## src/rtl/core/i2c_memory_master_unit_defines.svh

```systemverilog
// ----------------------------------------------------------------------------
// i2c memory master assertion macros
// shared assertion forms for the serial memory master, clocked on clk and
// held off while rst_n is low
// ----------------------------------------------------------------------------
`ifndef I2C_MEMORY_MASTER_UNIT_DEFINES_SVH
`define I2C_MEMORY_MASTER_UNIT_DEFINES_SVH

// same-cycle implication
`define I2CMM_ASSERT_NOW(label, ante, cons) \
    label: assert property (@(posedge clk) disable iff (!rst_n) (ante) |-> (cons)) \
        else $error("i2c memory master check failed");

// next-cycle implication
`define I2CMM_ASSERT_NEXT(label, ante, cons) \
    label: assert property (@(posedge clk) disable iff (!rst_n) (ante) |=> (cons)) \
        else $error("i2c memory master check failed");

`endif

```

## src/rtl/core/i2cmm_pkg.sv

```systemverilog
// ----------------------------------------------------------------------------
// i2cmm_pkg
// types and constants of the i2c serial memory master
// ----------------------------------------------------------------------------
`default_nettype none

package i2cmm_pkg;

    // byte counter width
    localparam int CountWidth = 16;

    // control byte parts
    localparam logic [7:0] CTRL_BASE = 8'hA0;
    localparam logic [7:0] READ_BIT  = 8'h01;

    // reset values of the timing registers
    localparam logic [7:0] PHASE_TICKS_RST = 8'd1;
    localparam logic [7:0] HOLD_TICKS_RST  = 8'd5;
    localparam logic [7:0] ACK_TIMEOUT_RST = 8'd250;

    // configuration register indexes
    localparam logic [1:0] REG_PHASE_TICKS = 2'd0;
    localparam logic [1:0] REG_HOLD_TICKS  = 2'd1;
    localparam logic [1:0] REG_ACK_TIMEOUT = 2'd2;

    // command codes
    typedef enum logic [1:0] {
        CMD_TICK  = 2'd0,
        CMD_WRITE = 2'd1,
        CMD_READ  = 2'd2,
        CMD_DATA  = 2'd3
    } cmd_t;

    // bus sequencer phases
    typedef enum logic [3:0] {
        P_IDLE        = 4'd0,
        P_START_SETUP = 4'd1,
        P_START_HOLD  = 4'd2,
        P_TX_SETUP    = 4'd3,
        P_TX_HIGH     = 4'd4,
        P_TX_AFTER    = 4'd5,
        P_ACK_POLL    = 4'd6,
        P_ACK_HOLD    = 4'd7,
        P_WAIT_BYTE   = 4'd8,
        P_RX_SETUP    = 4'd9,
        P_RX_LOW      = 4'd10,
        P_RX_HIGH     = 4'd11,
        P_MACK_LOW    = 4'd12,
        P_MACK_HIGH   = 4'd13,
        P_STOP_SETUP  = 4'd14,
        P_STOP_HOLD   = 4'd15
    } phase_t;

    // byte being sent
    typedef enum logic [1:0] {
        S_CTRL    = 2'd0,
        S_ADDR    = 2'd1,
        S_CTRL_RD = 2'd2,
        S_DATA    = 2'd3
    } stage_t;

    // one result item
    typedef struct packed {
        logic       scl;
        logic       sda_out;
        logic       sda_drive;
        logic       need_byte;
        logic       rd_valid;
        logic [7:0] rd_byte;
        logic       busy_res;
        logic       done_res;
        logic       status;
    } res_t;

endpackage

`default_nettype wire

```

## src/rtl/core/i2c_memory_master_unit.sv

```systemverilog
// ----------------------------------------------------------------------------
// i2c_memory_master_unit
// i2c master for a serial memory: random read and page write, one bus tick
// per input transaction
// ----------------------------------------------------------------------------
// Each input transaction is one bus tick carrying the sampled SDA level and an
// optional command; each one yields exactly one result transaction with the
// line levels and status after that tick. The block takes one tick per clock
// cycle while in_stall is low; the sequencer update is a single pass of logic
// from the state registers into the state and result registers. A result
// register plus a one-entry skid buffer sit on the output, so in_stall is
// registered and rises only once two results are waiting. Timing registers
// may be rewritten only while the block is idle.
`default_nettype none

`include "i2c_memory_master_unit_defines.svh"

module i2c_memory_master_unit
    import i2cmm_pkg::*;
(
    input  wire logic        clk,
    input  wire logic        rst_n,
    // configuration
    input  wire logic        cfg_we,
    input  wire logic [1:0]  cfg_index,
    input  wire logic [7:0]  cfg_data,
    // input channel
    input  wire logic        in_valid,
    output logic             in_stall,
    input  wire logic [1:0]  cmd,
    input  wire logic [2:0]  page_addr,
    input  wire logic [7:0]  word_addr,
    input  wire logic [15:0] byte_count,
    input  wire logic [7:0]  wr_byte,
    input  wire logic        sda_in,
    // output channel
    output logic             out_valid,
    input  wire logic        out_stall,
    output logic             scl,
    output logic             sda_out,
    output logic             sda_drive,
    output logic             need_byte,
    output logic             rd_valid,
    output logic [7:0]       rd_byte,
    output logic             busy_res,
    output logic             done_res,
    output logic             status
);

    // configuration registers
    logic [7:0] phase_ticks_reg;
    logic [7:0] hold_ticks_reg;
    logic [7:0] ack_timeout_reg;

    // sequencer state
    phase_t                phase_reg,      phase_next;
    stage_t                stage_reg,      stage_next;
    logic                  is_read_reg,    is_read_next;
    logic [7:0]            shift_reg,      shift_next;
    logic [3:0]            bit_index_reg,  bit_index_next;
    logic [CountWidth-1:0] bytes_left_reg, bytes_left_next;
    logic [7:0]            tick_count_reg, tick_count_next;
    logic [7:0]            poll_count_reg, poll_count_next;
    logic [2:0]            page_latch_reg, page_latch_next;
    logic [7:0]            addr_latch_reg, addr_latch_next;
    logic                  err_flag_reg,   err_flag_next;

    // output buffering
    logic out_valid_reg;
    res_t out_data_reg;
    logic skid_valid_reg;
    res_t skid_data_reg;

    logic       in_accept;
    logic       out_take;
    res_t       res_next;
    logic [7:0] tick_inc;
    logic       hold_done;
    logic       half_done;
    logic [3:0] bit_inc;
    logic       do_next_data;
    logic       rx_done;
    logic       finish;
    logic [7:0] ctrl_byte;
    cmd_t       cmd_in;

    assign in_stall  = skid_valid_reg;
    assign in_accept = in_valid && !skid_valid_reg;
    assign out_take  = out_valid_reg && !out_stall;

    assign cmd_in    = cmd_t'(cmd);
    assign tick_inc  = tick_count_reg + 8'd1;
    assign hold_done = (tick_inc >= hold_ticks_reg);
    assign half_done = (tick_inc >= phase_ticks_reg);
    assign bit_inc   = bit_index_reg + 4'd1;
    assign ctrl_byte = CTRL_BASE | {4'd0, page_latch_reg, 1'b0};

    // configuration writes
    always_ff @(posedge clk or negedge rst_n)
    begin
        if (!rst_n)
        begin
            phase_ticks_reg <= PHASE_TICKS_RST;
            hold_ticks_reg  <= HOLD_TICKS_RST;
            ack_timeout_reg <= ACK_TIMEOUT_RST;
        end
        else if (cfg_we)
        begin
            unique case (cfg_index)
                REG_PHASE_TICKS: phase_ticks_reg <= cfg_data;
                REG_HOLD_TICKS:  hold_ticks_reg  <= cfg_data;
                REG_ACK_TIMEOUT: ack_timeout_reg <= cfg_data;
                default:         ;
            endcase
        end
    end

    // sequencer next state
    always_comb
    begin
        phase_next      = phase_reg;
        stage_next      = stage_reg;
        is_read_next    = is_read_reg;
        shift_next      = shift_reg;
        bit_index_next  = bit_index_reg;
        bytes_left_next = bytes_left_reg;
        tick_count_next = tick_count_reg;
        poll_count_next = poll_count_reg;
        page_latch_next = page_latch_reg;
        addr_latch_next = addr_latch_reg;
        err_flag_next   = err_flag_reg;
        do_next_data    = 1'b0;
        rx_done         = 1'b0;
        finish          = 1'b0;

        unique case (phase_reg)
            P_IDLE:
            begin
                if (cmd_in == CMD_WRITE || cmd_in == CMD_READ)
                begin
                    is_read_next    = (cmd_in == CMD_READ);
                    page_latch_next = page_addr;
                    addr_latch_next = word_addr;
                    bytes_left_next = byte_count[CountWidth-1:0];
                    stage_next      = S_CTRL;
                    err_flag_next   = 1'b0;
                    poll_count_next = 8'd0;
                    bit_index_next  = 4'd0;
                    phase_next      = P_START_SETUP;
                    tick_count_next = 8'd0;
                end
            end
            P_START_SETUP:
            begin
                tick_count_next = tick_inc;
                if (hold_done)
                begin
                    phase_next      = P_START_HOLD;
                    tick_count_next = 8'd0;
                end
            end
            P_START_HOLD:
            begin
                tick_count_next = tick_inc;
                if (half_done)
                begin
                    shift_next      = (stage_reg == S_CTRL_RD) ? (ctrl_byte | READ_BIT)
                                                               : ctrl_byte;
                    bit_index_next  = 4'd0;
                    phase_next      = P_TX_SETUP;
                    tick_count_next = 8'd0;
                end
            end
            P_TX_SETUP:
            begin
                tick_count_next = tick_inc;
                if (half_done)
                begin
                    phase_next      = P_TX_HIGH;
                    tick_count_next = 8'd0;
                end
            end
            P_TX_HIGH:
            begin
                tick_count_next = tick_inc;
                if (half_done)
                begin
                    phase_next      = P_TX_AFTER;
                    tick_count_next = 8'd0;
                end
            end
            P_TX_AFTER:
            begin
                tick_count_next = tick_inc;
                if (half_done)
                begin
                    bit_index_next  = bit_inc;
                    tick_count_next = 8'd0;
                    if (bit_inc >= 4'd8)
                    begin
                        poll_count_next = 8'd0;
                        phase_next      = P_ACK_POLL;
                    end
                    else
                    begin
                        shift_next = {shift_reg[6:0], 1'b0};
                        phase_next = P_TX_SETUP;
                    end
                end
            end
            P_ACK_POLL:
            begin
                tick_count_next = tick_inc;
                if (half_done)
                begin
                    tick_count_next = 8'd0;
                    if (!sda_in)
                    begin
                        phase_next = P_ACK_HOLD;
                    end
                    else if (poll_count_reg >= ack_timeout_reg)
                    begin
                        err_flag_next = 1'b1;
                        phase_next    = P_STOP_SETUP;
                    end
                    else
                    begin
                        poll_count_next = poll_count_reg + 8'd1;
                    end
                end
            end
            P_ACK_HOLD:
            begin
                tick_count_next = tick_inc;
                if (half_done)
                begin
                    tick_count_next = 8'd0;
                    if (stage_reg == S_CTRL)
                    begin
                        stage_next     = S_ADDR;
                        shift_next     = addr_latch_reg;
                        bit_index_next = 4'd0;
                        phase_next     = P_TX_SETUP;
                    end
                    else if (stage_reg == S_ADDR && is_read_reg)
                    begin
                        stage_next = S_CTRL_RD;
                        phase_next = P_START_SETUP;
                    end
                    else
                    begin
                        do_next_data = 1'b1;
                    end
                end
            end
            P_WAIT_BYTE:
            begin
                if (cmd_in == CMD_DATA)
                begin
                    bytes_left_next = bytes_left_reg - 1'b1;
                    shift_next      = wr_byte;
                    bit_index_next  = 4'd0;
                    phase_next      = P_TX_SETUP;
                    tick_count_next = 8'd0;
                end
            end
            P_RX_SETUP:
            begin
                tick_count_next = tick_inc;
                if (hold_done)
                begin
                    phase_next      = P_RX_LOW;
                    tick_count_next = 8'd0;
                end
            end
            P_RX_LOW:
            begin
                tick_count_next = tick_inc;
                if (half_done)
                begin
                    shift_next      = {shift_reg[6:0], sda_in};
                    bit_index_next  = bit_inc;
                    phase_next      = P_RX_HIGH;
                    tick_count_next = 8'd0;
                end
            end
            P_RX_HIGH:
            begin
                tick_count_next = tick_inc;
                if (half_done)
                begin
                    tick_count_next = 8'd0;
                    if (bit_index_reg >= 4'd8)
                    begin
                        rx_done    = 1'b1;
                        phase_next = P_MACK_LOW;
                    end
                    else
                    begin
                        phase_next = P_RX_LOW;
                    end
                end
            end
            P_MACK_LOW:
            begin
                tick_count_next = tick_inc;
                if (half_done)
                begin
                    phase_next      = P_MACK_HIGH;
                    tick_count_next = 8'd0;
                end
            end
            P_MACK_HIGH:
            begin
                tick_count_next = tick_inc;
                if (half_done)
                begin
                    tick_count_next = 8'd0;
                    do_next_data    = 1'b1;
                end
            end
            P_STOP_SETUP:
            begin
                tick_count_next = tick_inc;
                if (hold_done)
                begin
                    phase_next      = P_STOP_HOLD;
                    tick_count_next = 8'd0;
                end
            end
            P_STOP_HOLD:
            begin
                tick_count_next = tick_inc;
                if (half_done)
                begin
                    finish          = 1'b1;
                    phase_next      = P_IDLE;
                    tick_count_next = 8'd0;
                end
            end
            default:
            begin
                phase_next      = P_IDLE;
                tick_count_next = 8'd0;
            end
        endcase

        // move on to the data bytes, or stop when none are left
        if (do_next_data)
        begin
            stage_next = S_DATA;
            if (bytes_left_reg == '0)
            begin
                phase_next = P_STOP_SETUP;
            end
            else if (is_read_reg)
            begin
                bytes_left_next = bytes_left_reg - 1'b1;
                bit_index_next  = 4'd0;
                shift_next      = 8'd0;
                phase_next      = P_RX_SETUP;
            end
            else
            begin
                phase_next = P_WAIT_BYTE;
            end
        end
    end

    // line levels and status after this tick
    always_comb
    begin
        res_next           = '0;
        res_next.scl       = 1'b1;
        res_next.sda_out   = 1'b1;
        res_next.sda_drive = 1'b1;

        unique case (phase_next)
            P_START_HOLD:
            begin
                res_next.sda_out = 1'b0;
            end
            P_TX_SETUP, P_TX_AFTER:
            begin
                res_next.scl     = 1'b0;
                res_next.sda_out = shift_next[7];
            end
            P_TX_HIGH:
            begin
                res_next.sda_out = shift_next[7];
            end
            P_ACK_POLL, P_ACK_HOLD, P_RX_HIGH:
            begin
                res_next.sda_drive = 1'b0;
            end
            P_WAIT_BYTE:
            begin
                res_next.scl       = 1'b0;
                res_next.sda_drive = 1'b0;
                res_next.need_byte = 1'b1;
            end
            P_RX_SETUP, P_RX_LOW:
            begin
                res_next.scl       = 1'b0;
                res_next.sda_drive = 1'b0;
            end
            P_MACK_LOW:
            begin
                res_next.scl     = 1'b0;
                res_next.sda_out = (bytes_left_next == '0);
            end
            P_MACK_HIGH:
            begin
                res_next.sda_out = (bytes_left_next == '0);
            end
            P_STOP_SETUP:
            begin
                res_next.scl     = 1'b0;
                res_next.sda_out = 1'b0;
            end
            P_STOP_HOLD:
            begin
                res_next.sda_out = 1'b0;
            end
            default:
            begin
                res_next.scl = 1'b1;
            end
        endcase

        res_next.rd_valid = rx_done;
        res_next.rd_byte  = rx_done ? shift_next : 8'd0;
        res_next.busy_res = (phase_next != P_IDLE);
        res_next.done_res = finish;
        res_next.status   = finish && err_flag_next;
    end

    // sequencer state registers, advanced once per accepted transaction
    always_ff @(posedge clk or negedge rst_n)
    begin
        if (!rst_n)
        begin
            phase_reg      <= P_IDLE;
            stage_reg      <= S_CTRL;
            is_read_reg    <= 1'b0;
            shift_reg      <= 8'd0;
            bit_index_reg  <= 4'd0;
            bytes_left_reg <= '0;
            tick_count_reg <= 8'd0;
            poll_count_reg <= 8'd0;
            page_latch_reg <= 3'd0;
            addr_latch_reg <= 8'd0;
            err_flag_reg   <= 1'b0;
        end
        else if (in_accept)
        begin
            phase_reg      <= phase_next;
            stage_reg      <= stage_next;
            is_read_reg    <= is_read_next;
            shift_reg      <= shift_next;
            bit_index_reg  <= bit_index_next;
            bytes_left_reg <= bytes_left_next;
            tick_count_reg <= tick_count_next;
            poll_count_reg <= poll_count_next;
            page_latch_reg <= page_latch_next;
            addr_latch_reg <= addr_latch_next;
            err_flag_reg   <= err_flag_next;
        end
    end

    // output valid flags of the result register and skid buffer
    always_ff @(posedge clk or negedge rst_n)
    begin
        if (!rst_n)
        begin
            out_valid_reg  <= 1'b0;
            skid_valid_reg <= 1'b0;
        end
        else if (skid_valid_reg)
        begin
            if (out_take)
            begin
                skid_valid_reg <= 1'b0;
            end
        end
        else if (in_accept)
        begin
            if (out_valid_reg && !out_take)
            begin
                skid_valid_reg <= 1'b1;
            end
            else
            begin
                out_valid_reg <= 1'b1;
            end
        end
        else if (out_take)
        begin
            out_valid_reg <= 1'b0;
        end
    end

    // result payload registers
    always_ff @(posedge clk)
    begin
        if (skid_valid_reg)
        begin
            if (out_take)
            begin
                out_data_reg <= skid_data_reg;
            end
        end
        else if (in_accept)
        begin
            if (out_valid_reg && !out_take)
            begin
                skid_data_reg <= res_next;
            end
            else
            begin
                out_data_reg <= res_next;
            end
        end
    end

    assign out_valid = out_valid_reg;
    assign scl       = out_data_reg.scl;
    assign sda_out   = out_data_reg.sda_out;
    assign sda_drive = out_data_reg.sda_drive;
    assign need_byte = out_data_reg.need_byte;
    assign rd_valid  = out_data_reg.rd_valid;
    assign rd_byte   = out_data_reg.rd_byte;
    assign busy_res  = out_data_reg.busy_res;
    assign done_res  = out_data_reg.done_res;
    assign status    = out_data_reg.status;

    // checks
    `I2CMM_ASSERT_NOW(a_skid_behind_out, skid_valid_reg, out_valid_reg)
    `I2CMM_ASSERT_NOW(a_read_ctrl_only_on_read, stage_reg == S_CTRL_RD, is_read_reg)
    `I2CMM_ASSERT_NOW(a_wait_byte_only_on_write, phase_reg == P_WAIT_BYTE, !is_read_reg)
    `I2CMM_ASSERT_NOW(a_bit_index_range, 1'b1, bit_index_reg <= 4'd8)
    `I2CMM_ASSERT_NEXT(a_stalled_result_kept, out_valid_reg && out_stall, out_valid_reg)

endmodule

`default_nettype wire
```

## config.mk

```make
export PLATFORM = sky130hd
export DESIGN_NAME = i2c_memory_master_unit
export DESIGN_NICKNAME = d
export VERILOG_FILES = /design/src/rtl/core/i2cmm_pkg.sv /design/src/rtl/core/i2c_memory_master_unit.sv
export VERILOG_INCLUDE_DIRS = /design/src /design/src/rtl/core
export SDC_FILE = /design/constraint.sdc
export NUM_CORES = 1
export LEC_CHECK = 0
export BUFFER_PORTS_ARGS = -buffer_cell sky130_fd_sc_hd__buf_2
export CAP_MARGIN = 0
export CORE_ASPECT_RATIO = 1.5
export CORE_MARGIN = 4
export CORE_UTILIZATION = 65
export CTS_BUF_LIST = sky130_fd_sc_hd__clkbuf_8 sky130_fd_sc_hd__clkbuf_16
export CTS_CLUSTER_SIZE = 12
export DETAILED_ROUTE_END_ITERATION = 8
export GPL_ROUTABILITY_DRIVEN = 0
export PLACE_DENSITY = 0.95
export SLEW_MARGIN = 20
export SYNTH_ARGS = -nofsm -noshare
export SYNTH_HDL_FRONTEND = slang
export SYNTH_SLANG_ARGS = --single-unit
```

## constraint.sdc

```tcl
create_clock -name clk -period 10.3 [get_ports clk]
set_input_delay 1.545 -clock clk [delete_from_list [all_inputs] [get_ports clk]]
set_output_delay 1.545 -clock clk [all_outputs]
set_load 0.05 [all_outputs]
```

Yosys cells after proc, flatten, opt, wreduce, memory -nomap -nowiden
Cells that the tools add are included.
{"block": "totals", "input_bits": 53, "ff_bits": 121, "output_inout_bits": 18, "wordCells": 230}
{"block": "op_classes", "magnitude_cmp": 5, "add_sub_neg": 4, "reduce_logical": 37, "n_eq_ne": 49, "bitwise": 1, "n_mux": 100}
{"cell": "8-bit 2-to-1 mux", "n": 20}
{"cell": "16-bit 2-to-1 mux", "n": 9}
{"cell": "4-bit 2-to-1 mux", "n": 29}
{"cell": "4-bit == test, second input constant", "n": 16}
{"cell": "4-bit case mux with 15 select lines", "n": 1}
{"cell": "8-bit case mux with 5 select lines", "n": 1}
{"cell": "4-bit by 3-bit == test with 1-bit output, second input constant", "n": 8}
{"cell": "16-bit zero test", "n": 2}
{"cell": "16-bit case mux with 2 select lines", "n": 1}
{"cell": "8-bit case mux with 4 select lines", "n": 1}
{"cell": "8-bit >= comparator", "n": 3}
{"cell": "1-bit 2-to-1 mux", "n": 24}
{"cell": "8-bit case mux with 3 select lines", "n": 1}
{"cell": "4-bit case mux with 5 select lines", "n": 1}
{"cell": "2-bit != test, second input constant", "n": 9}
{"cell": "8-bit by 1-bit adder with 8-bit output, second input constant", "n": 2}
{"cell": "4-bit by 2-bit == test with 1-bit output, second input constant", "n": 4}
{"cell": "16-bit by 1-bit subtractor with 16-bit output, second input constant", "n": 1}
{"cell": "3-bit AND reduction", "n": 5}
{"cell": "11-bit OR reduction", "n": 1}
{"cell": "2-bit 2-to-1 mux", "n": 5}
{"cell": "3-bit 2-to-1 mux", "n": 3}
{"cell": "3-bit OR reduction", "n": 3}
{"cell": "2-bit == test, second input constant", "n": 4}
{"cell": "25 further kinds", "n": 42}

Longest topological paths before layout
{"block": "depth", "ltp_word": 13, "mapped_depth": 15, "mapped_depth_nobuf": 14}

Least setup slack after synthesis
No wires, ideal clock.
{"block": "synth_timing", "path_kind": "input -> register", "from": "input cmd[0]", "to": "register out_data_reg, in the netlist busy_res, data pin", "path_stages": 9, "t_arrival_ns": 3.491, "path_buffers": 0, "path_slack_ns": 6.549, "setup_time_ns": 0.260, "required_time_ns": 10.040, "cell_sequence": "inv_1 > ha_1 > nor3_1 > nor2_1 > o311ai_0 > o31ai_1 > nand2_2 > or3_4 > mux2_4"}
{"element": "start, declared", "line_no": "i2c_memory_master_unit.sv:30", "source": "input wire logic [1:0] cmd,"}
{"element": "end signal, assigned", "line_no": "i2c_memory_master_unit.sv:510", "source": "out_data_reg <= skid_data_reg;"}
{"element": "end signal, assigned", "line_no": "i2c_memory_master_unit.sv:521", "source": "out_data_reg <= res_next;"}
{"element": "end, declared", "line_no": "i2c_memory_master_unit.sv:70", "source": "res_t out_data_reg;"}

Final worst setup path
{"block": "layout_timing", "from": "register tick_count_reg[0]", "to": "register out_data_reg, in the netlist sda_out, data pin"}
{"block": "layout_via", "elab_chain_len": 11, "word_cells_on_any_way": 46, "classes_between": "1 x add/sub; 2 x order compare; 8 x eq/ne; 31 x mux; 4 x reduce/logical"}
{"element": "start, declared", "line_no": "i2c_memory_master_unit.sv:62", "source": "logic [7:0] tick_count_reg, tick_count_next;"}
{"element": "start signal, assigned", "line_no": "i2c_memory_master_unit.sv:463", "source": "tick_count_reg <= tick_count_next;"}
{"element": "8-bit by 1-bit adder with 8-bit output (*)", "line_no": "i2c_memory_master_unit.sv:92", "source": "assign tick_inc = tick_count_reg + 8'd1;"}
{"element": "8-bit >= comparator, on equally long branches", "line_no": "i2c_memory_master_unit.sv:94, i2c_memory_master_unit.sv:93"}
{"element": "4-bit 2-to-1 mux, or another cell as far along", "line_no": "i2c_memory_master_unit.sv:334", "source": "if (half_done)"}
{"element": "4-bit case mux with 15 select lines, or another cell as far along", "line_no": "i2c_memory_master_unit.sv:136", "source": "unique case (phase_reg)"}
{"element": "4-bit 2-to-1 mux / 8-bit 2-to-1 mux (equally long branches)", "line_no": "i2c_memory_master_unit.sv:349, i2c_memory_master_unit.sv:356"}
{"element": "4-bit == test, or another cell as far along", "line_no": "i2c_memory_master_unit.sv:378", "source": "unique case (phase_next)"}
{"element": "3-bit OR reduction (no line), or another cell as far along"}
{"element": "1-bit case mux with 3 select lines (*)", "line_no": "i2c_memory_master_unit.sv:378"}
{"element": "16-bit 2-to-1 mux (*)", "line_no": "i2c_memory_master_unit.sv:515", "source": "if (out_valid_reg && !out_take)"}
{"element": "16-bit 2-to-1 mux (*)", "line_no": "i2c_memory_master_unit.sv:513", "source": "else if (in_accept)"}
{"element": "16-bit 2-to-1 mux (*)", "line_no": "i2c_memory_master_unit.sv:506", "source": "if (skid_valid_reg)"}
Mark *: on every way between the ends. The rest lies on a longest branch, timed or not. The select of a mux whose other input is x is not followed.
A chain may end at the register's enable or synchronous reset.

==> metrics <==
clock skew 0.01014 ns; vias per cell 6.772; Critical Path RT 10.58 ns; Critical Path Source tick_count_reg[0]$_DFFE_PN0P_; clk_lat worst skew 0.43 ns; largest net degree at the start of global routing 62; Synth Instances 795; Adder-Cell Fraction of Synth Area 5.358%; total track usage 31.48%; Max Slew Vio Count 0; Initial Util 66.88%; Net Sw Frac 42.54%; Routed WL 20340 um; crit path capture type flip-flop; maximum vdd drop 0.1434 mV; Hold WS 0.5089 ns; Final period util 47.18%; largest family of logic cells by synthesized area compound AO/OA/AOI/OAI gates; Die X 95.54 um; Clock Path Buffers 2; first-pass GRT wire length 33130 um; initial antenna violation count 0; Die ar. 13310 sq um; syn_area_per_cell 9.399 sq um; clk root buf clkbuf_16; port bufs 70; area delta synth->final 13.58%; via count 6853; Max Cap Viol 0; First-pass DRT Iterations 5; reg-to-reg startpoint tick_count_reg[0]$_DFFE_PN0P_; IO Count 71; grt ovf 0; FF+latch count, synth 121; worst setup path end sda_out$_DFFE_PP_; vias in the first global route 6785; antenna-violating nets left 0; Clock Sinks 121; fin crit period 4.860 ns; status completed; Post-Synth XOR/XNOR Area 2.344%; ys flop type dfrtp_1; logic gate share of total power 40.8%; share of layout cells above drive strength 1 20.23%; hold path cells 2; reg2reg setup slack 5.44 ns; WL per Instance 20.09 um; clock power share 25.4%; CTS H-tree depth 4; Post-CTS Setup Bufs 0; Post-synth EDFFs 32; Worst Max-Slew Pin Slew 1.090 ns; CTS tree done; CTS clk-pin slew, worst paths 0.06 ns; Syn Nets 880; FFs w/ async S/R, synth 73.55%; final net count 937; CP max FO 25; Post-route DRC 0; Filler Cell Count 727; Final HPWL DP 13860 um; FP Rows 47; HP Class flip-flop to flip-flop; Die Ht 139.3 um; # setup viols final 0; unrepaired setup endpoints after global routing false; final hold vios 0; ant diodes 0; DRT iter0 DRCs 693; Critical R2R Capture sda_out$_DFFE_PP_; cell area after synthesis 7472 sq um; P_leak 3.687 nW; Synth warnings 0; PD cells 279.1 nW/um^2; Net Sw Power 0.001008 W; Setup TNS 0 ns; highest clock rate 205.8 MHz; worst setup path class flip-flop to flip-flop; post-cts resize count 0; core area 11170 sq um; worst rel slew slack 27.04%; Distinct cells, synth 81; Synth Area in Compound Gates 20.78%; CP Launch Type flip-flop; Seq/Total Area, Yosys 42.82%; post-synthesis mux area share 5.911%; sequential share of power 33.8%; Worst Path Arrival 5.14 ns; Hold-fix buffers, CTS 0; Power Internal 0.001361 W; CTS buffer count 17; R2R cell count 14; Synth Area in Simple Gates 17.82%
metrics by stage:
step	setup WS [ns]	utilization, %	power (W)	cells	cell area [sq um]
global placement	5.536	70.64	0.001693	980	7893
floorplan	6.549	-	0.001506	795	7472
CTS	5.632	75.96	0.002343	1012	8487
global route	5.139	75.96	0.002491	1012	8487
detailed placement	5.335	70.64	0.001731	980	7893
finish	5.440	75.96	0.002369	1012	8487
worst min path at each step:
stage | startpoint | endpoint | slack [ns]
after global routing | addr_latch_reg[3]$_DFFE_PN0P_ | addr_latch_reg[3]$_DFFE_PN0P_ | 0.52
after global placement | err_flag_reg$_DFFE_PN0P_ | err_flag_reg$_DFFE_PN0P_ | 0.48
after CTS | tick_count_reg[7]$_DFFE_PN0P_ | tick_count_reg[7]$_DFFE_PN0P_ | 0.51
final | tick_count_reg[7]$_DFFE_PN0P_ | tick_count_reg[7]$_DFFE_PN0P_ | 0.51
after floorplan | err_flag_reg$_DFFE_PN0P_ | err_flag_reg$_DFFE_PN0P_ | 0.46
after detailed placement | tick_count_reg[7]$_DFFE_PN0P_ | tick_count_reg[7]$_DFFE_PN0P_ | 0.50
kinds of logic (layout without fill, tap and decap cells):
group,Yosys count,in the layout
AND/OR/NAND/NOR,268,268
multiplexers,39,39
flip-flops,121,121
adder cells (fa/ha/maj),32,32
buffers and inverters,87,157
XOR/XNOR,20,20
AO/OA/AOI/OAI,228,228
routing by layer:
metal	up-vias	track usage, %	share of wire (%)
met5	-	0	0
met4	0	18.59	6.2
met3	131	7.775	8.3
met2	439	52.20	50
met1	3223	35.95	36
li1	3060	-	-
final cells by class:
| type | count | area, sq um | share of cell area [%] |
|---|---|---|---|
| clock buffers | 18 | 450.4 | 5.307 |
| clock inverters | 14 | 143.9 | 1.695 |
| repair buffers | 81 | 435.4 | 5.130 |
| multi-input cells | 587 | 3909 | 46.06 |
| inverters | 44 | 165.2 | 1.946 |
| flip-flops and latches | 121 | 3199 | 37.70 |
| well taps | 147 | 183.9 | 2.167 |
Yosys cell counts, types with 7 or more instances:
master | instances | area, sq um
xor2_1 | 10 | 87.58
nor2_1 | 58 | 217.7
nand2_1 | 83 | 311.6
clkbuf_1 | 29 | 108.9
nor2b_1 | 8 | 50.05
mux2_2 | 37 | 416.7
a21oi_1 | 37 | 185.2
xnor2_1 | 10 | 87.58
nor3_1 | 23 | 115.1
ha_1 | 32 | 400.4
nand2b_1 | 11 | 68.82
o21ai_0 | 70 | 350.3
nand4_1 | 9 | 56.30
o31ai_1 | 11 | 82.58
a31oi_1 | 7 | 43.79
edfxtp_1 | 32 | 960.9
dfstp_2 | 9 | 236.5
dfrtp_1 | 80 | 2002
nand3_1 | 18 | 90.09
inv_1 | 42 | 157.7
a22oi_1 | 20 | 150.1
a22o_1 | 15 | 131.4
and3_1 | 10 | 62.56
power groups by stage:
stage                     Sequential, W  Clock, W  Combinational (W)
final                          0.000801  0.000601           0.000966
after floorplan                0.000840         0           0.000666
after global routing           0.000817  0.000630            0.00104
after global placement         0.000793         0           0.000900
after CTS                      0.000794  0.000603           0.000946
after detailed placement       0.000799         0           0.000932
cells in the final DEF (no fill, tap or decap), types with 9 or more instances in the layout:
cell type | synthesis | routed
nand2_1 | 83 | 83
o21ai_0 | 70 | 70
a21oi_1 | 37 | 37
nor2_1 | 58 | 58
ha_1 | 32 | 32
nand4_1 | 9 | 9
inv_1 | 42 | 42
mux2_2 | 37 | 37
nand2b_1 | 11 | 11
and3_1 | 10 | 10
dfrtp_1 | 80 | 80
clkbuf_16 | 0 | 18
buf_4 | 0 | 12
edfxtp_1 | 32 | 32
dfstp_2 | 9 | 9
xnor2_1 | 10 | 10
buf_2 | 5 | 69
a22o_1 | 15 | 15
xor2_1 | 10 | 10
nand3_1 | 18 | 18
nor3_1 | 23 | 22
a22oi_1 | 20 | 20
o31ai_1 | 11 | 11
worst max-delay path, stage by stage, from the launching register on:
cell	delay [ns]
dfrtp_1	0.44
ha_1	0.26
nand3_1	0.14
nor2_1	0.18
xor2_1	0.31
ha_1	0.20
a21o_1	0.12
a21o_1	0.19
a31o_2	0.46
clkinv_1	0.61
o211a_1	0.44
and2_1	0.26
a2111oi_0	0.65
a211oi_1	0.25
a31oi_1	0.21
No activity file was read; power rests on OpenSTA's default activity.
